==> src/rtl/free_extent_coalescing_list_top_assert.svh <==
// ----------------------------------------------------------------------------
// free_extent_coalescing_list_top_assert
// assertion macros for the free extent list rtl
// ----------------------------------------------------------------------------
`ifndef FREE_EXTENT_COALESCING_LIST_TOP_ASSERT_SVH
`define FREE_EXTENT_COALESCING_LIST_TOP_ASSERT_SVH

// same-cycle implication, needs clk and rst_n in scope
`define FECL_ASSERT_IMPL(lbl, ante, cons) \
    lbl: assert property (@(posedge clk) disable iff (!rst_n) (ante) |-> (cons)) \
        else $error("fecl: same-cycle check failed");

// next-cycle implication, needs clk and rst_n in scope
`define FECL_ASSERT_NEXT(lbl, ante, cons) \
    lbl: assert property (@(posedge clk) disable iff (!rst_n) (ante) |=> (cons)) \
        else $error("fecl: next-cycle check failed");

`endif

==> src/rtl/fecl_pkg.sv <==
// ----------------------------------------------------------------------------
// fecl_pkg
// shared constants and types of the free extent list
// ----------------------------------------------------------------------------
`default_nettype none

package fecl_pkg;

    localparam int DEPTH         = 256;
    localparam int ADDR_W        = $clog2(DEPTH);
    localparam int CNT_W         = $clog2(DEPTH + 1);
    localparam int START_W       = 32;
    localparam int SIZE_W        = 8;

    // fixed widths of the stream fields
    localparam int OP_W          = 2;
    localparam int START_FIELD_W = 32;
    localparam int SIZE_FIELD_W  = 8;
    localparam int SLOT_W        = 8;
    localparam int STATUS_W      = 2;
    localparam int POS_W         = 8;
    localparam int ENTRY_CNT_W   = 9;
    localparam int IN_TDATA_W    = 48;
    localparam int OUT_TDATA_W   = 24;

    localparam int SUM_W = ((START_W > SIZE_W) ? START_W : SIZE_W) + 1;
    localparam int CMP_W = (CNT_W > SLOT_W) ? CNT_W : SLOT_W;

    localparam logic [OP_W-1:0] OP_INSERT = 2'd0;
    localparam logic [OP_W-1:0] OP_UPDATE = 2'd1;
    localparam logic [OP_W-1:0] OP_REMOVE = 2'd2;

    localparam logic [STATUS_W-1:0] ST_OK       = 2'd0;
    localparam logic [STATUS_W-1:0] ST_FULL     = 2'd1;
    localparam logic [STATUS_W-1:0] ST_BAD_IDX  = 2'd2;
    localparam logic [STATUS_W-1:0] ST_SIZE_OVF = 2'd3;

    typedef struct packed {
        logic [START_W-1:0] start;
        logic [SIZE_W-1:0]  size;
    } entry_t;

    typedef struct packed {
        logic              rd_en;
        logic [ADDR_W-1:0] rd_addr;
        logic              wr_en;
        logic [ADDR_W-1:0] wr_addr;
        entry_t            wr_data;
    } ram_req_t;

    // status lands in the lowest bits when packed into tdata
    typedef struct packed {
        logic                   merged_prev;
        logic                   merged_next;
        logic [ENTRY_CNT_W-1:0] entry_count;
        logic [POS_W-1:0]       position;
        logic [STATUS_W-1:0]    status;
    } res_t;

    localparam int RES_W = $bits(res_t);

endpackage

`default_nettype wire

==> src/rtl/fecl_out.sv <==
// ----------------------------------------------------------------------------
// fecl_out
// result register between the sequencer and the master stream
// ----------------------------------------------------------------------------
`default_nettype none

module fecl_out (
    input  wire logic                                clk,
    input  wire logic                                rst_n,
    input  wire logic                                res_valid,
    output logic                                     res_ready,
    input  wire fecl_pkg::res_t                      res,
    output logic                                     m_tvalid,
    input  wire logic                                m_tready,
    output logic [fecl_pkg::OUT_TDATA_W-1:0]         m_tdata
);

    logic           out_valid_reg, out_valid_next;
    fecl_pkg::res_t out_data_reg;

    // take a new result when empty or when the held one leaves this cycle
    assign res_ready = !out_valid_reg || m_tready;

    always_comb
    begin
        out_valid_next = out_valid_reg;
        if (res_ready)
        begin
            out_valid_next = res_valid;
        end
    end

    always_ff @(posedge clk or negedge rst_n)
    begin
        if (!rst_n)
        begin
            out_valid_reg <= 1'b0;
        end
        else
        begin
            out_valid_reg <= out_valid_next;
        end
    end

    always_ff @(posedge clk)
    begin
        if (res_ready && res_valid)
        begin
            out_data_reg <= res;
        end
    end

    assign m_tvalid = out_valid_reg;
    assign m_tdata  = {{(fecl_pkg::OUT_TDATA_W - fecl_pkg::RES_W){1'b0}}, out_data_reg};

endmodule

`default_nettype wire

==> config.mk <==
export PLATFORM = sky130hd
export DESIGN_NAME = fecl_out
export DESIGN_NICKNAME = d
export VERILOG_FILES = /design/src/rtl/free_extent_coalescing_list_top_assert.svh /design/src/rtl/fecl_pkg.sv /design/src/rtl/fecl_out.sv
export SDC_FILE = /design/constraint.sdc
export NUM_CORES = 1
export LEC_CHECK = 0
export BUFFER_PORTS_ARGS = -buffer_cell sky130_fd_sc_hd__buf_4
export CORE_UTILIZATION = 35
export CTS_CLUSTER_SIZE = 30
export DETAILED_ROUTE_END_ITERATION = 7
export PLACE_DENSITY = 0.72
export SLEW_MARGIN = 20
export SYNTH_ARGS = -nofsm -noshare
export SYNTH_HDL_FRONTEND = slang
export SYNTH_SLANG_ARGS = --single-unit
==> constraint.sdc <==
create_clock -name clk -period 1.8 [get_ports clk]
set_input_delay 0.09 -clock clk [delete_from_list [all_inputs] [get_ports clk]]
set_output_delay 0.09 -clock clk [all_outputs]
set_load 0.01 [all_outputs]
Word level (Yosys, flattened, before mapping) --
Cells that the tools add are included.
Word-level totals: register bits 22, word-level logic and storage cells 9
Operators by class: reduce and logical (&&, ||, !) cells 3
Operators with widths (count):
- $logic_and A1 B1 Y1 | 1
- $logic_not A1 Y1 | 1
- $logic_or A1 B1 Y1 | 1

Logic depth before layout (Yosys ltp) --
word-level depth 3, depth in mapped cells 2

Worst setup path before layout --
OpenSTA, ideal clock, no wires.
kind reg-to-reg, start register out_valid_reg, in the netlist m_tvalid, end register out_data_reg (netlist bit m_tdata[0]), enable pin, library setup time 0.321 ns, data arrival time 0.797 ns, required time 1.479 ns, slack 0.682 ns, cell stages (with the launch flop) 3, path buffers 0, cells stage by stage dfrtp_1 nand2b_4 and2_4
Between the ends: cells in the longest elaborated chain, start to end 3
RTL lines:
- start: declaration | line fecl_out.sv:18 | logic out_valid_reg, out_valid_next;
- start signal: assignment | line fecl_out.sv:41 | out_valid_reg <= out_valid_next;
- $logic_not A1 Y1 | line fecl_out.sv:22 | assign res_ready = !out_valid_reg || m_tready;
- $logic_or A1 B1 Y1 | line fecl_out.sv:22
- via res_ready | line fecl_out.sv:11 | output logic res_ready,
- $logic_and A1 B1 Y1 | line fecl_out.sv:47 | if (res_ready && res_valid)
- end signal: assignment | line fecl_out.sv:49 | out_data_reg <= res;
- end: declaration | line fecl_out.sv:19 | fecl_pkg::res_t out_data_reg;
The timed path passes the listed nets, and every way through them passes these cells. A chain may end at the register's enable or synchronous reset.

Worst setup path after layout --
start register out_valid_reg, in the netlist m_tvalid, end register out_data_reg (netlist bit m_tdata[2]), enable pin
Between the ends: cells in the longest elaborated chain, start to end 3
RTL lines (line):
- $logic_not A1 Y1 | fecl_out.sv:22
- $logic_or A1 B1 Y1 | fecl_out.sv:22
- $logic_and A1 B1 Y1 | fecl_out.sv:47
Every way passes these cells.

==> summary.txt <==
Timing
  – Final setup viols: 0
  – Tmin final: 1.121 ns
  – Setup TNS: 0 ns
  – Final hold violation count: 0
  – Max-slew violations: 0
  – Unrepaired setup endpoints after global routing: false
  – Slack of the critical path: 0.6788 ns
  – Final Cycle Share: 0.6229
  – Max Clock Freq: 0.8919 GHz
  – Worst clock skew: 0.004281 ns

Pwr
  – LEAKAGE: 0.5729 nW
  – Switching power: 0.0001968 W
  – Power share of the combinational group: 0.160
  – Sequential power share: 0.616
  – Power density cells: 732.4 nW/um^2
  – P_int: 0.0007819 W
  – Switching portion of total power: 0.2011
  – Power share of the clock group: 0.224
  – Worst VDD drop: 0.5086 mV

Synth
  – Area share of the largest cell type after synthesis: 0.8873
  – Compound-Gate Fraction of Synth Area: 0
  – Proportion of synthesized area in mux cells: 0
  – Synth cell types: 7
  – Synth Area per Inst: 24.51 um^2
  – Post-synthesis xor/xnor area fraction: 0
  – Adder-cell share of the synthesized area: 0
  – Area contributors post-synth: edfxtp_1 (89%), dfrtp_1 (3.5%), buf_4 (3.2%), nand2b_4 (1.9%), and2_4 (1.2%)
  – Post-synthesis cell count: 29
  – Synth Register Bits: 22
  – Largest family of logic cells by synthesized area: simple AND/OR/NAND/NOR gates
  – Post-Synth Simple-Gate Area: 0.04049
  – Mapped cell area: 710.7 um^2
  – Post-synth top area cell: edfxtp_1
  – Syn. warnings: 0
  – Sequential area share after synthesis: 0.9225

Global route
  – Antenna violations before repair: 0
  – Gr ovfl total: 0
  – Vias in the first global route: 477
  – Largest net degree at the start of global routing: 22
  – GRT Overall Usage: 0.1485
  – First-pass GRT wire length: 2.097 mm

Layout
  – Layout Nets: 128
  – Share of cells above drive strength 1: 0.5098
  – Fillers: 127
  – P&R area growth vs syn: 88.03%
  – Number of diodes: 0
  – Post-layout util: 0.7340

Floorplan
  – Die area: 2215 um^2
  – IO Pins: 51
  – Core area: 1821 um^2
  – Initial Util: 0.3904
  – Site row count: 15
  – Die width: 47.06 um
  – Die height: 47.06 um

Placed design
  – GPL Wtd Cong: 0.6448
  – Placement Setup Slack: 0.6877 ns
  – Buffers on Ports: 47

Clocking
  – Num CTS Buffers: 3
  – CTS tree: done
  – Worst-case clock buffer depth: 2
  – Clock slew at reported path FFs: 0.11 ns
  – CTS sink count: 22
  – Skew-Pair Late Insertion Delay: 0.29 ns
  – # H-tree levels: 1
  – Root buf cell: clkbuf_4
  – Postcts setup bufs: 0

Routing
  – Antenna Nets Post-Route: 0
  – First-pass DRT Iterations: 2
  – Post-route DRC violation count: 0
  – Vias: 516
  – Wirelength, routed: 1.482 mm
  – Via/cell ratio: 4.063
  – DRT iter0 DRCs: 1
  – Wire per inst: 11.67 um

Critical path
  – Crit path DAT: 1.11 ns
  – Max FO, Critical Path: 21
  – Startpoint Class: register
  – Crit path kind: reg2reg
  – CP Capture Type: register
  – Worst Path Required: 1.79 ns
  – R2R depth: 2

Run
  – Maxcap violations: 0

Min path
  – Worst hold stages: 3
  – Worst min path class: in2reg

Status
  – Status: finished, final reports clean
path summary, 6_finish.rpt:
path                         endpoint  slack (ns)  startpoint
max reg2reg                m_tdata[2]        0.68    m_tvalid
min in group asynchronous    m_tvalid        0.09       rst_n
max in group asynchronous    m_tvalid        1.63       rst_n
max                        m_tdata[2]        0.68    m_tvalid
min                          m_tvalid        0.07    m_tready
min reg2reg                  m_tvalid        0.56    m_tvalid
power by group through the flow:
stage / clock network [W] / logic [W] / registers (W)
after floorplan: 0 / 0.0000231 / 0.000629
after global routing: 0.000253 / 0.000169 / 0.000605
after CTS: 0.000222 / 0.000156 / 0.000603
after detailed placement: 0 / 0.000117 / 0.000614
final: 0.000219 / 0.000157 / 0.000603
after global placement: 0 / 0.000115 / 0.000614
repair_timing:
| action | 4_1_cts | 5_1_grt |
|---|---|---|
| gates resized for setup | 0 | 0 |
| hold endpoints to repair | 23 | 0 |
| hold buffers | 23 | 0 |
kinds of logic after synthesis:
logic type	after synthesis
flops	22
other cells	1
simple gates	3
buf+inv	3
routing by layer:
| metal | wire [um] | global-route usage | vias to the layer above | share of wire |
|---|---|---|---|---|
| met2 | 850 | 0.2778 | 35 | 0.57 |
| met3 | 101 | 0.04615 | 2 | 0.068 |
| met1 | 515 | 0.1483 | 231 | 0.35 |
| met5 | 0 | 0 | - | 0 |
| met4 | 14 | 0.06857 | 0 | 0.0094 |
| li1 | - | - | 248 | - |
synthesized netlist by cell type, drive strengths merged:
master,number
and2,1
buf,3
conb,1
dfrtp,1
edfxtp,21
nand2b,2
worst max-delay path: stages, from the launching register on:
cell,delay (ns)
dfrtp_1,0.42
nand2b_4,0.08
and2_4,0.31
cell type report:
cell class / count / area, um^2 / area share
flip-flops and latches: 22 / 655.6 / 0.4906
repair buffers: 70 / 583.1 / 0.4363
multi-input cells: 6 / 40.04 / 0.02996
well taps: 25 / 31.28 / 0.02341
clock buffers: 4 / 26.28 / 0.01966
placed cells by master, fill, tap and decap left out:
cell and n:
clkbuf_1 1, edfxtp_1 21, dlygate4sd3_1 23, nand2b_4 1, conb_1 3, and2_4 1, nand2b_1 1, dfrtp_1 1
clkbuf_4 3, buf_4 47
through the flow:
step	hold WS (ns)	instances	power, W	area, um^2
floorplan	-0.2056	31	0.0006519	718.2
global placement	-0.1345	100	0.0007293	1080
detailed placement	-0.1339	100	0.0007315	1080
CTS	0.06562	127	0.0009811	1336
global route	0.06217	127	0.001027	1336
finish	0.06721	127	0.0009788	1336
registers in the layout, indices dropped and copies added, names as in the netlist:
register / cells
m_tdata: 21
m_tvalid: 1
No activity file was read; power rests on OpenSTA's default activity.
