$ cat src/rtl/free_extent_coalescing_list_top_assert.svh
// ----------------------------------------------------------------------------
// free_extent_coalescing_list_top_assert
// assertion macros for the free extent list rtl
// ----------------------------------------------------------------------------
`ifndef FREE_EXTENT_COALESCING_LIST_TOP_ASSERT_SVH
`define FREE_EXTENT_COALESCING_LIST_TOP_ASSERT_SVH

// same-cycle implication, needs clk and rst_n in scope
`define FECL_ASSERT_IMPL(lbl, ante, cons) \
    lbl: assert property (@(posedge clk) disable iff (!rst_n) (ante) |-> (cons)) \
        else $error("fecl: same-cycle check failed");

// next-cycle implication, needs clk and rst_n in scope
`define FECL_ASSERT_NEXT(lbl, ante, cons) \
    lbl: assert property (@(posedge clk) disable iff (!rst_n) (ante) |=> (cons)) \
        else $error("fecl: next-cycle check failed");

`endif

$ cat src/rtl/fecl_pkg.sv
// ----------------------------------------------------------------------------
// fecl_pkg
// shared constants and types of the free extent list
// ----------------------------------------------------------------------------
`default_nettype none

package fecl_pkg;

    localparam int DEPTH         = 256;
    localparam int ADDR_W        = $clog2(DEPTH);
    localparam int CNT_W         = $clog2(DEPTH + 1);
    localparam int START_W       = 32;
    localparam int SIZE_W        = 8;

    // fixed widths of the stream fields
    localparam int OP_W          = 2;
    localparam int START_FIELD_W = 32;
    localparam int SIZE_FIELD_W  = 8;
    localparam int SLOT_W        = 8;
    localparam int STATUS_W      = 2;
    localparam int POS_W         = 8;
    localparam int ENTRY_CNT_W   = 9;
    localparam int IN_TDATA_W    = 48;
    localparam int OUT_TDATA_W   = 24;

    localparam int SUM_W = ((START_W > SIZE_W) ? START_W : SIZE_W) + 1;
    localparam int CMP_W = (CNT_W > SLOT_W) ? CNT_W : SLOT_W;

    localparam logic [OP_W-1:0] OP_INSERT = 2'd0;
    localparam logic [OP_W-1:0] OP_UPDATE = 2'd1;
    localparam logic [OP_W-1:0] OP_REMOVE = 2'd2;

    localparam logic [STATUS_W-1:0] ST_OK       = 2'd0;
    localparam logic [STATUS_W-1:0] ST_FULL     = 2'd1;
    localparam logic [STATUS_W-1:0] ST_BAD_IDX  = 2'd2;
    localparam logic [STATUS_W-1:0] ST_SIZE_OVF = 2'd3;

    typedef struct packed {
        logic [START_W-1:0] start;
        logic [SIZE_W-1:0]  size;
    } entry_t;

    typedef struct packed {
        logic              rd_en;
        logic [ADDR_W-1:0] rd_addr;
        logic              wr_en;
        logic [ADDR_W-1:0] wr_addr;
        entry_t            wr_data;
    } ram_req_t;

    // status lands in the lowest bits when packed into tdata
    typedef struct packed {
        logic                   merged_prev;
        logic                   merged_next;
        logic [ENTRY_CNT_W-1:0] entry_count;
        logic [POS_W-1:0]       position;
        logic [STATUS_W-1:0]    status;
    } res_t;

    localparam int RES_W = $bits(res_t);

endpackage

`default_nettype wire

$ cat src/rtl/fecl_ctrl.sv
// ----------------------------------------------------------------------------
// fecl_ctrl
// sequencer for insert, merge, update and remove over the extent table
// ----------------------------------------------------------------------------
`default_nettype none

`include "free_extent_coalescing_list_top_assert.svh"

module fecl_ctrl (
    input  wire logic                                clk,
    input  wire logic                                rst_n,
    input  wire logic                                in_valid,
    output logic                                     in_ready,
    input  wire logic [fecl_pkg::OP_W-1:0]           in_op,
    input  wire logic [fecl_pkg::START_FIELD_W-1:0]  in_start,
    input  wire logic [fecl_pkg::SIZE_FIELD_W-1:0]   in_size,
    input  wire logic [fecl_pkg::SLOT_W-1:0]         in_slot,
    output fecl_pkg::ram_req_t                       ram_req,
    input  wire fecl_pkg::entry_t                    ram_rd_data,
    output logic                                     res_valid,
    input  wire logic                                res_ready,
    output fecl_pkg::res_t                           res
);

    typedef enum logic [4:0] {
        S_IDLE  = 5'b00001,
        S_SCAN  = 5'b00010,
        S_MERGE = 5'b00100,
        S_SHIFT = 5'b01000,
        S_DONE  = 5'b10000
    } state_t;

    state_t                              state_reg,     state_next;
    logic [fecl_pkg::CNT_W-1:0]          count_reg,     count_next;
    logic [fecl_pkg::CNT_W-1:0]          cnt_fin_reg,   cnt_fin_next;
    logic [fecl_pkg::START_W-1:0]        nstart_reg,    nstart_next;
    logic [fecl_pkg::SIZE_W-1:0]         nsize_reg,     nsize_next;
    logic [fecl_pkg::ADDR_W-1:0]         issue_idx_reg, issue_idx_next;
    logic                                issue_more_reg, issue_more_next;
    logic                                rd_valid_reg,  rd_valid_next;
    logic [fecl_pkg::ADDR_W-1:0]         rd_idx_reg,    rd_idx_next;
    logic [fecl_pkg::ADDR_W-1:0]         pos_reg,       pos_next;
    fecl_pkg::entry_t                    next_ent_reg,  next_ent_next;
    logic                                next_vld_reg,  next_vld_next;
    fecl_pkg::entry_t                    prev_ent_reg,  prev_ent_next;
    logic                                prev_vld_reg,  prev_vld_next;
    logic [fecl_pkg::CNT_W-1:0]          sh_src_reg,    sh_src_next;
    logic [fecl_pkg::CNT_W-1:0]          sh_end_reg,    sh_end_next;
    logic [1:0]                          sh_dist_reg,   sh_dist_next;
    logic                                sh_pipe_reg,   sh_pipe_next;
    logic [fecl_pkg::ADDR_W-1:0]         sh_dst_reg,    sh_dst_next;
    logic [fecl_pkg::STATUS_W-1:0]       status_reg,    status_next;
    logic [fecl_pkg::ADDR_W-1:0]         res_pos_reg,   res_pos_next;
    logic                                mn_reg,        mn_next;
    logic                                mp_reg,        mp_next;

    logic                                in_fire;
    logic                                slot_ok;
    logic [fecl_pkg::SUM_W-1:0]          end_new;
    logic [fecl_pkg::SUM_W-1:0]          end_prev;
    logic                                touch_next;
    logic                                touch_prev;
    logic [fecl_pkg::SIZE_W:0]           sum_n;
    logic [fecl_pkg::SIZE_W:0]           sum_p;
    logic [fecl_pkg::SIZE_W-1:0]         cur_size;
    logic                                mn;
    logic                                mp;
    logic [1:0]                          drop_n;
    logic [fecl_pkg::CNT_W-1:0]          count_plus;
    logic [fecl_pkg::CNT_W-1:0]          merge_src;
    logic                                sh_issue;

    assign in_ready = (state_reg == S_IDLE);
    assign in_fire  = in_valid && in_ready;
    assign slot_ok  = fecl_pkg::CMP_W'(in_slot) < fecl_pkg::CMP_W'(count_reg);

    // touching tests, exact with one spare bit
    assign end_new    = fecl_pkg::SUM_W'(nstart_reg) + fecl_pkg::SUM_W'(nsize_reg);
    assign end_prev   = fecl_pkg::SUM_W'(prev_ent_reg.start)
                      + fecl_pkg::SUM_W'(prev_ent_reg.size);
    assign touch_next = next_vld_reg && (fecl_pkg::SUM_W'(next_ent_reg.start) == end_new);
    assign touch_prev = prev_vld_reg && (end_prev == fecl_pkg::SUM_W'(nstart_reg));

    assign sum_n    = {1'b0, nsize_reg} + {1'b0, next_ent_reg.size};
    assign mn       = touch_next && !sum_n[fecl_pkg::SIZE_W];
    assign cur_size = mn ? sum_n[fecl_pkg::SIZE_W-1:0] : nsize_reg;
    assign sum_p    = {1'b0, prev_ent_reg.size} + {1'b0, cur_size};
    assign mp       = touch_prev && !sum_p[fecl_pkg::SIZE_W];
    assign drop_n   = {1'b0, mn} + {1'b0, mp};

    assign count_plus = count_reg + fecl_pkg::CNT_W'(1);
    assign merge_src  = fecl_pkg::CNT_W'(pos_reg) + fecl_pkg::CNT_W'(1)
                      + fecl_pkg::CNT_W'(mn);
    assign sh_issue   = sh_src_reg < sh_end_reg;

    always_comb
    begin
        state_next      = state_reg;
        count_next      = count_reg;
        cnt_fin_next    = cnt_fin_reg;
        nstart_next     = nstart_reg;
        nsize_next      = nsize_reg;
        issue_idx_next  = issue_idx_reg;
        issue_more_next = issue_more_reg;
        rd_valid_next   = rd_valid_reg;
        rd_idx_next     = rd_idx_reg;
        pos_next        = pos_reg;
        next_ent_next   = next_ent_reg;
        next_vld_next   = next_vld_reg;
        prev_ent_next   = prev_ent_reg;
        prev_vld_next   = prev_vld_reg;
        sh_src_next     = sh_src_reg;
        sh_end_next     = sh_end_reg;
        sh_dist_next    = sh_dist_reg;
        sh_pipe_next    = sh_pipe_reg;
        sh_dst_next     = sh_dst_reg;
        status_next     = status_reg;
        res_pos_next    = res_pos_reg;
        mn_next         = mn_reg;
        mp_next         = mp_reg;

        ram_req         = '0;
        res_valid       = 1'b0;
        res             = '0;

        unique case (state_reg)
            S_IDLE:
            begin
                if (in_fire)
                begin
                    nstart_next   = fecl_pkg::START_W'(in_start);
                    nsize_next    = fecl_pkg::SIZE_W'(in_size);
                    status_next   = fecl_pkg::ST_OK;
                    res_pos_next  = '0;
                    mn_next       = 1'b0;
                    mp_next       = 1'b0;
                    cnt_fin_next  = count_reg;
                    rd_valid_next = 1'b0;
                    next_vld_next = 1'b0;
                    prev_vld_next = 1'b0;
                    sh_pipe_next  = 1'b0;
                    state_next    = S_DONE;
                    case (in_op)
                        fecl_pkg::OP_INSERT:
                        begin
                            if (count_reg == fecl_pkg::CNT_W'(fecl_pkg::DEPTH))
                            begin
                                status_next = fecl_pkg::ST_FULL;
                            end
                            else if (count_reg == '0)
                            begin
                                pos_next   = '0;
                                state_next = S_MERGE;
                            end
                            else
                            begin
                                issue_idx_next  = fecl_pkg::ADDR_W'(count_reg
                                                  - fecl_pkg::CNT_W'(1));
                                issue_more_next = 1'b1;
                                state_next      = S_SCAN;
                            end
                        end
                        fecl_pkg::OP_UPDATE:
                        begin
                            if (slot_ok)
                            begin
                                ram_req.wr_en         = 1'b1;
                                ram_req.wr_addr       = fecl_pkg::ADDR_W'(in_slot);
                                ram_req.wr_data.start = fecl_pkg::START_W'(in_start);
                                ram_req.wr_data.size  = fecl_pkg::SIZE_W'(in_size);
                            end
                            else
                            begin
                                status_next = fecl_pkg::ST_BAD_IDX;
                            end
                        end
                        fecl_pkg::OP_REMOVE:
                        begin
                            if (count_reg != '0)
                            begin
                                if (!slot_ok)
                                begin
                                    status_next = fecl_pkg::ST_BAD_IDX;
                                end
                                else
                                begin
                                    cnt_fin_next = count_reg - fecl_pkg::CNT_W'(1);
                                    sh_src_next  = fecl_pkg::CNT_W'(in_slot)
                                                 + fecl_pkg::CNT_W'(1);
                                    sh_end_next  = count_reg;
                                    sh_dist_next = 2'd1;
                                    if (fecl_pkg::CNT_W'(in_slot) + fecl_pkg::CNT_W'(1)
                                        < count_reg)
                                    begin
                                        state_next = S_SHIFT;
                                    end
                                end
                            end
                        end
                        default:
                        begin
                            status_next = fecl_pkg::ST_OK;
                        end
                    endcase
                end
            end

            S_SCAN:
            begin
                // walk down from the top, moving each entry whose start is not below the new one up by one
                if (issue_more_reg)
                begin
                    ram_req.rd_en   = 1'b1;
                    ram_req.rd_addr = issue_idx_reg;
                    rd_valid_next   = 1'b1;
                    rd_idx_next     = issue_idx_reg;
                    issue_more_next = (issue_idx_reg != '0);
                    issue_idx_next  = issue_idx_reg - fecl_pkg::ADDR_W'(1);
                end
                else
                begin
                    rd_valid_next = 1'b0;
                end
                if (rd_valid_reg)
                begin
                    if (ram_rd_data.start >= nstart_reg)
                    begin
                        ram_req.wr_en   = 1'b1;
                        ram_req.wr_addr = rd_idx_reg + fecl_pkg::ADDR_W'(1);
                        ram_req.wr_data = ram_rd_data;
                        next_ent_next   = ram_rd_data;
                        next_vld_next   = 1'b1;
                        if (rd_idx_reg == '0)
                        begin
                            pos_next        = '0;
                            issue_more_next = 1'b0;
                            state_next      = S_MERGE;
                        end
                    end
                    else
                    begin
                        pos_next        = rd_idx_reg + fecl_pkg::ADDR_W'(1);
                        prev_ent_next   = ram_rd_data;
                        prev_vld_next   = 1'b1;
                        issue_more_next = 1'b0;
                        state_next      = S_MERGE;
                    end
                end
            end

            S_MERGE:
            begin
                // next merge first, then previous on the possibly grown size
                ram_req.wr_en = 1'b1;
                if (mp)
                begin
                    ram_req.wr_addr       = pos_reg - fecl_pkg::ADDR_W'(1);
                    ram_req.wr_data.start = prev_ent_reg.start;
                    ram_req.wr_data.size  = sum_p[fecl_pkg::SIZE_W-1:0];
                    res_pos_next          = pos_reg - fecl_pkg::ADDR_W'(1);
                end
                else
                begin
                    ram_req.wr_addr       = pos_reg;
                    ram_req.wr_data.start = nstart_reg;
                    ram_req.wr_data.size  = cur_size;
                    res_pos_next          = pos_reg;
                end
                if ((touch_next && !mn) || (touch_prev && !mp))
                begin
                    status_next = fecl_pkg::ST_SIZE_OVF;
                end
                mn_next      = mn;
                mp_next      = mp;
                cnt_fin_next = count_plus - fecl_pkg::CNT_W'(drop_n);
                sh_src_next  = merge_src;
                sh_end_next  = count_plus;
                sh_dist_next = drop_n;
                sh_pipe_next = 1'b0;
                if ((drop_n != 2'd0) && (merge_src < count_plus))
                begin
                    state_next = S_SHIFT;
                end
                else
                begin
                    state_next = S_DONE;
                end
            end

            S_SHIFT:
            begin
                // reads run ahead, writes trail by the drop distance
                if (sh_issue)
                begin
                    ram_req.rd_en   = 1'b1;
                    ram_req.rd_addr = sh_src_reg[fecl_pkg::ADDR_W-1:0];
                    sh_pipe_next    = 1'b1;
                    sh_dst_next     = fecl_pkg::ADDR_W'(sh_src_reg
                                      - fecl_pkg::CNT_W'(sh_dist_reg));
                    sh_src_next     = sh_src_reg + fecl_pkg::CNT_W'(1);
                end
                else
                begin
                    sh_pipe_next = 1'b0;
                    state_next   = S_DONE;
                end
                if (sh_pipe_reg)
                begin
                    ram_req.wr_en   = 1'b1;
                    ram_req.wr_addr = sh_dst_reg;
                    ram_req.wr_data = ram_rd_data;
                end
            end

            S_DONE:
            begin
                res_valid       = 1'b1;
                res.status      = status_reg;
                res.position    = fecl_pkg::POS_W'(res_pos_reg);
                res.entry_count = fecl_pkg::ENTRY_CNT_W'(cnt_fin_reg);
                res.merged_next = mn_reg;
                res.merged_prev = mp_reg;
                if (res_ready)
                begin
                    count_next = cnt_fin_reg;
                    state_next = S_IDLE;
                end
            end

            default:
            begin
                state_next = S_IDLE;
            end
        endcase
    end

    always_ff @(posedge clk or negedge rst_n)
    begin
        if (!rst_n)
        begin
            state_reg      <= S_IDLE;
            count_reg      <= '0;
            issue_more_reg <= 1'b0;
            rd_valid_reg   <= 1'b0;
            sh_pipe_reg    <= 1'b0;
            next_vld_reg   <= 1'b0;
            prev_vld_reg   <= 1'b0;
        end
        else
        begin
            state_reg      <= state_next;
            count_reg      <= count_next;
            issue_more_reg <= issue_more_next;
            rd_valid_reg   <= rd_valid_next;
            sh_pipe_reg    <= sh_pipe_next;
            next_vld_reg   <= next_vld_next;
            prev_vld_reg   <= prev_vld_next;
        end
    end

    always_ff @(posedge clk)
    begin
        cnt_fin_reg   <= cnt_fin_next;
        nstart_reg    <= nstart_next;
        nsize_reg     <= nsize_next;
        issue_idx_reg <= issue_idx_next;
        rd_idx_reg    <= rd_idx_next;
        pos_reg       <= pos_next;
        next_ent_reg  <= next_ent_next;
        prev_ent_reg  <= prev_ent_next;
        sh_src_reg    <= sh_src_next;
        sh_end_reg    <= sh_end_next;
        sh_dist_reg   <= sh_dist_next;
        sh_dst_reg    <= sh_dst_next;
        status_reg    <= status_next;
        res_pos_reg   <= res_pos_next;
        mn_reg        <= mn_next;
        mp_reg        <= mp_next;
    end

    `FECL_ASSERT_IMPL(a_count_bound, 1'b1, count_reg <= fecl_pkg::CNT_W'(fecl_pkg::DEPTH))
    `FECL_ASSERT_IMPL(a_scan_order,
        (state_reg == S_SCAN) && ram_req.wr_en && ram_req.rd_en,
        ram_req.wr_addr > ram_req.rd_addr)
    `FECL_ASSERT_IMPL(a_shift_order,
        (state_reg == S_SHIFT) && ram_req.wr_en && ram_req.rd_en,
        ram_req.wr_addr < ram_req.rd_addr)
    `FECL_ASSERT_NEXT(a_count_hold, state_reg != S_DONE, count_reg == $past(count_reg))

endmodule

`default_nettype wire

$ cat config.mk
export PLATFORM = sky130hd
export DESIGN_NAME = fecl_ctrl
export DESIGN_NICKNAME = d
export VERILOG_FILES = /design/src/rtl/fecl_pkg.sv /design/src/rtl/fecl_ctrl.sv
export VERILOG_INCLUDE_DIRS = /design/src /design/src/rtl
export SDC_FILE = /design/constraint.sdc
export NUM_CORES = 1
export LEC_CHECK = 0
export ABC_AREA = 1
export BUFFER_PORTS_ARGS = -buffer_cell sky130_fd_sc_hd__buf_2
export CORE_ASPECT_RATIO = 0.75
export CORE_MARGIN = 5
export CORE_UTILIZATION = 35
export CTS_BUF_LIST = sky130_fd_sc_hd__clkbuf_4 sky130_fd_sc_hd__clkbuf_8
export DETAILED_ROUTE_END_ITERATION = 12
export PLACE_DENSITY_LB_ADDON = 0.2
export SLEW_MARGIN = 40
export SYNTH_ARGS = -nofsm -noshare
export SYNTH_HDL_FRONTEND = slang
export SYNTH_SLANG_ARGS = --single-unit
export TNS_END_PERCENT = 5
$ cat constraint.sdc
create_clock -name clk -period 6.6 [get_ports clk]
set_input_delay 1.32 -clock clk [delete_from_list [all_inputs] [get_ports clk]]
set_output_delay 1.32 -clock clk [all_outputs]
set_load 0.02 [all_outputs]
Word level (Yosys, flattened, before mapping)
Cells that the tools add are included.
{"block": "word_totals", "register_bits": 212, "output_inout_bits": 81, "elab_cells": 209}
{"block": "classes", "n_reduce_logical": 40, "addsub": 16, "bitwise_logic": 1, "mux": 95, "n_eq_ne": 27, "magnitude_cmp": 5}
{"op": "2-to-1 mux 49 bit", "n": 6}
{"op": "case mux 49 bit (4 select lines)", "n": 1}
{"op": "2-to-1 mux 9 bit", "n": 15}
{"op": "2-to-1 mux 8 bit", "n": 15}
{"op": "adder 32 x 8 -> 33 bit", "n": 2}
{"op": "2-to-1 mux 5 bit", "n": 11}
{"op": "case mux 9 bit (2 select lines)", "n": 3}
{"op": "2-to-1 mux 48 bit", "n": 1}
{"op": "case mux 8 bit (2 select lines)", "n": 3}
{"op": "equality test 32 x 33 -> 1 bit", "n": 1}
{"op": "equality test 33 x 32 -> 1 bit", "n": 1}
{"op": ">= comparator 32 bit", "n": 1}
{"op": "less-than comparator 9 bit", "n": 3}
{"op": "case mux 9 bit (3 select lines)", "n": 1}
{"op": "case mux 5 bit (5 select lines)", "n": 1}
{"op": "2-to-1 mux 21 bit", "n": 1}
{"op": "!= test 2 bit (second input constant)", "n": 10}
{"op": "adder 8 x 1 -> 9 bit (second input constant)", "n": 2}
{"op": "adder 8 x 8 -> 9 bit", "n": 2}
{"op": "adder 9 x 1 -> 9 bit (second input constant)", "n": 2}
{"op": "2-to-1 mux 1 bit", "n": 17}
{"op": "2-to-1 mux 2 bit", "n": 8}
{"op": "subtractor 8 x 1 -> 8 bit (second input constant)", "n": 2}
{"op": "AND reduction 5 bit", "n": 3}
{"op": "other kinds (39)", "n": 72}

Logic depth before layout (Yosys ltp)
{"block": "depth", "ltp_word": 13, "mapped_depth": 44, "mapped_depth_nobuf": 42}

Least setup slack after synthesis
No wires, ideal clock.
{"block": "synth_timing", "path_type": "flip-flop to output port", "startpoint": "register nstart_reg[0] (netlist bit)", "endpoint": "output port ram_req[44] (netlist bit)", "path_buffers": 2, "arrival_time_ns": 4.946, "slack_ns": 0.334, "path_stages_with_launch": 34, "t_required_ns": 5.280, "path_cell_list": "edfxtp_1 > ha_1 > fa_1 > nand2_1 > nand2_1 > nand3_1 > nand2_1 > nand2_1 > inv_1 > nand3_1 > nand2_1 > nand2_1 > nand2_1 > nor2_1 > nand2_1 > nor2_2 > nand4_1 > buf_2 > nand2_1 > nand2_1 > ha_1 > fa_1 > a21oi_1 > o21ai_0 > a21oi_1 > o21bai_1 > nand2_1 > nand2_1 > a21oi_1 > clkbuf_1 > nand4_1 > nand2_1 > nand3_1 > nand2_1"}
{"item": "start: declaration", "line": "fecl_ctrl.sv:36", "source": "logic [fecl_pkg::START_W-1:0] nstart_reg, nstart_next;"}
{"item": "start signal: assignment", "line": "fecl_ctrl.sv:364", "source": "nstart_reg <= nstart_next;"}
{"item": "end: declaration", "line": "fecl_ctrl.sv:18", "source": "output fecl_pkg::ram_req_t ram_req,"}

==> flow_metrics.py <==
metrics = {
    "status": {
        "status": "finished with violations",
        "violations": "negative setup slack",
    },
    "min_path": {
        "hp-class": "reg -> reg",
    },
    "detailed_routing": {
        "ant_nets": 0,
        "first_iter_violations": 1926,
        "drt-met1-wl_um": 33400,
        "vias_per_cell": 5.36,
        "wl_per_cell_um": 22.4,
        "drc": 0,
        "drt_pass1_iterations": 7,
        "vias": 17300,
        "met3RoutedLength_um": 7900,
        "dr_wl_met2_um": 29600,
        "drt-total-wl_um": 72100,
        "topRoutingLayerUsed": "met5",
    },
    "synthesis": {
        "yosys.area_share.xor_xnor_pct": 4.89,
        "synth_seq_cells": 212,
        "synth_area_um2": 16800,
        "synth_cell_types": 52,
        "syn-num-nets": 2484,
        "yosys_warnings": 0,
        "muxShareOfSynthArea_pct": 0,
        "syn_area_per_cell_um2": 7.39,
        "synthSimpleGateAreaFrac_pct": 32.3,
        "synth_compound_area_share_pct": 7.69,
        "syn_inst": 2272,
        "yosysSeqAreaShare_pct": 37.3,
        "synthAdderAreaFrac_pct": 9.06,
        "synth_top_family_by_area": "simple AND/OR/NAND/NOR gates",
    },
    "critical_path": {
        "worstReg2RegStart": "nstart_reg[13]",
        "reg2reg_slack_ps": 350,
        "r2r_end": "cnt_fin_reg[8]",
        "critical_path_arrival_ps": 5590,
        "crit_slowest_cell": "edfxtp_1",
        "required_ps": 5280,
        "cp.depth": 31,
        "rr_worst_depth": 37,
        "path_delay_family": "simple AND/OR/NAND/NOR gates",
        "max_stage_delay_ps": 590,
        "crit_path_end": "ram_req[11]",
        "worst-path-max-fanout": 14,
        "worstSetupStartpoint": "nstart_reg[13]",
        "worst_path_most_repeated_cell": "nand2_1",
        "cp-start-kind": "flop",
        "endpoint_kind": "primary output",
        "crit_buf_inv": 5,
        "crit_type": "reg -> out",
    },
    "power_and_ir_drop": {
        "p_int_mw": 3.58,
        "pwr-share-comb_pct": 45.0,
        "clock_power_share_pct": 22.1,
        "powerDensity_nw_per_um2": 306,
        "swShare_pct": 43.8,
        "power.switching_mw": 2.79,
        "ir_drop_mv": 0.184,
        "power_frac_seq_pct": 32.9,
        "p_leak_nw": 9.91,
    },
    "timing": {
        "rsz0062_at_grt": "yes",
        "setup_viol": 48,
        "max_slew.worst_pin.slew_ps": 884,
        "fin_skew_ps": 41.4,
        "holdWs_ps": 458,
        "fin_crit_sh_pct": 105,
        "fmax_ghz": 0.145,
        "finalWorstSetupSlack_ps": -308,
        "relSlewSlack_pct": 40.7,
        "hold_viol_final": 0,
        "drv_slew": 0,
        "setup_tns_ps": -12570,
        "fin_crit_ps": 6910,
    },
    "floorplan": {
        "initial_core_util_pct": 35.4,
        "dieArea_um2": 52500,
        "core_area_um2": 47400,
        "pin_count": 175,
        "fp.dieW_um": 263,
        "die_h_um": 200,
        "fp-row-count": 69,
    },
    "clocking": {
        "htreeDepth": 2,
        "clk_path_buf_depth": 3,
        "clkLatencyLatePin_ps": 620,
        "cts_tree": "built",
        "clock_sinks": 212,
        "cts_buffers": 40,
        "clkTransAtPathRegs_ps": 70,
        "clock-root-buffer": "clkbuf_8",
    },
    "final_layout": {
        "fin_cells": 3217,
        "drive_gt1_share_pct": 19.1,
        "area_growth_pct": 24.0,
        "nets": 2761,
        "diodes": 0,
    },
    "place": {
        "globalplace.congestion": 1.00,
        "portBuffers": 174,
        "hpwlAfterDp_um": 57200,
        "pre_cts_slack_ps": -48.5,
        "dp_cells": 3111,
    },
    "grt": {
        "overflow": 0,
        "grt_pass1_wl_um": 103000,
        "grt_pass1_vias": 16000,
        "grt_max_degree": 43,
        "antenna_found_initial": 2,
        "grt_usage_pct": 26.1,
    },
    "run": {
        "cap_violations": 0,
    },
}
worst register-to-register path: cells and delay by family (launching register included):
kind | cells | cell delay [ps]
AOI/OAI and AO/OA | 3 | 330
xor gates and xnor gates | 1 | 150
adders and majority gates | 4 | 1070
buffers and inverters | 9 | 1240
DFF | 1 | 590
and+or+nand+nor | 20 | 2660
logic make-up after synthesis:
group / count (synthesis)
and+or+nand+nor: 1253
buffers and inverters: 380
AOI/OAI and AO/OA: 220
DFF: 212
adders and majority gates: 118
xor gates and xnor gates: 89
routing by layer:
layer	track usage, %	vias up
met3	6.90	86
li1	-	8111
met4	5.12	4
met5	0	-
met1	39.2	8261
met2	38.1	797
repair_timing:
action	CTS	global route
endpoints found under the setup margin	48	51
hold endpoints to repair	0	0
pin swaps	11	53
cloned	1	0
resized for setup	102	117
buffers inserted	10	24
hold buffers	0	0
how the worst min path moves through the flow:
stage	startpoint	end	slack [ps]	depth (start not counted)
after global placement	issue_idx_reg[0]	rd_idx_reg[0]	440	0
after detailed placement	issue_idx_reg[0]	rd_idx_reg[0]	450	0
after floorplan	issue_idx_reg[0]	rd_idx_reg[0]	430	0
after CTS	issue_idx_reg[0]	rd_idx_reg[0]	460	0
final	issue_idx_reg[0]	rd_idx_reg[0]	460	0
after global routing	issue_idx_reg[0]	rd_idx_reg[0]	480	0
cells in the mapped netlist, drive strengths merged:
library cell / instances / area share (%)
edfxtp: 193 / 35
nor2: 207 / 4.9
a22oi: 33 / 1.5
and3: 3 / 0.11
o22ai: 9 / 0.34
xor2: 63 / 3.3
xnor2: 23 / 1.2
a211oi: 1 / 0.045
a32oi: 2 / 0.10
and2b: 1 / 0.045
o21bai: 4 / 0.18
o2111ai: 2 / 0.10
or2: 8 / 0.30
nor4: 9 / 0.34
o221ai: 5 / 0.26
o311ai: 1 / 0.052
clkinv: 4 / 0.089
nand3b: 15 / 0.67
xnor3: 3 / 0.40
nor3: 35 / 1.1
o211ai: 10 / 0.45
o21a: 1 / 0.045
fa: 6 / 0.72
nand3: 225 / 6.9
o31ai: 1 / 0.045
dfrtp: 18 / 2.7
a31oi: 3 / 0.11
a21oi: 71 / 2.1
a221oi: 1 / 0.052
ha: 112 / 8.3
o21ai: 75 / 2.3
dfstp: 1 / 0.16
and2: 4 / 0.15
nor3b: 7 / 0.31
nand2: 670 / 15
nand4: 69 / 2.6
inv: 329 / 7.4
a21boi: 1 / 0.045
clkbuf: 32 / 0.74
buf: 15 / 0.52
per-stage QoR:
step                instance area, µm²  utilization, %  power [mW]
detailed placement               18900            39.8        4.69
CTS                              20200            42.5        6.22
global placement                 18900            39.8        4.66
floorplan                        16800               -        3.62
global route                     20800            43.9        6.75
finish                           20800            43.9        6.37
cells in the final DEF (no fill, tap or decap), drive strengths merged, types with 10 or more instances in the layout:
cell    netlist  final
nand2       670    670
nor3         35     35
xnor2        23     23
nor2        207    207
clkinv        4     14
edfxtp      193    193
xor2         63     63
inv         329    329
buf          15    281
clkbuf       32     57
nand3b       15     15
ha          112    112
a21oi        71     71
o21ai        75     75
o211ai       10     10
a22oi        33     33
nand3       225    225
nand4        69     69
dfrtp        18     18
power groups by stage:
| stage | Combinational [mW] | Sequential (mW) | Clock, mW |
|---|---|---|---|
| 6_report | 2.87 | 2.10 | 1.41 |
| 3_5_place_dp | 2.59 | 2.10 | 0 |
| 4_1_cts | 2.70 | 2.08 | 1.44 |
| 3_3_place_gp | 2.56 | 2.10 | 0 |
| 2_1_floorplan | 1.65 | 1.97 | 0 |
| 5_1_grt | 3.14 | 2.11 | 1.50 |
layout make-up:
| cell class | instances | area [µm²] |
|---|---|---|
| multi-input combinational | 1680 | 9620 |
| tap | 639 | 800 |
| fill | 4822 | 26600 |
| clock buffer | 56 | 689 |
| clock inverter | 15 | 146 |
| inverter | 333 | 1250 |
| timing repair buffer | 282 | 2050 |
| sequential | 212 | 6270 |
Power figures use the tool's default switching activity.
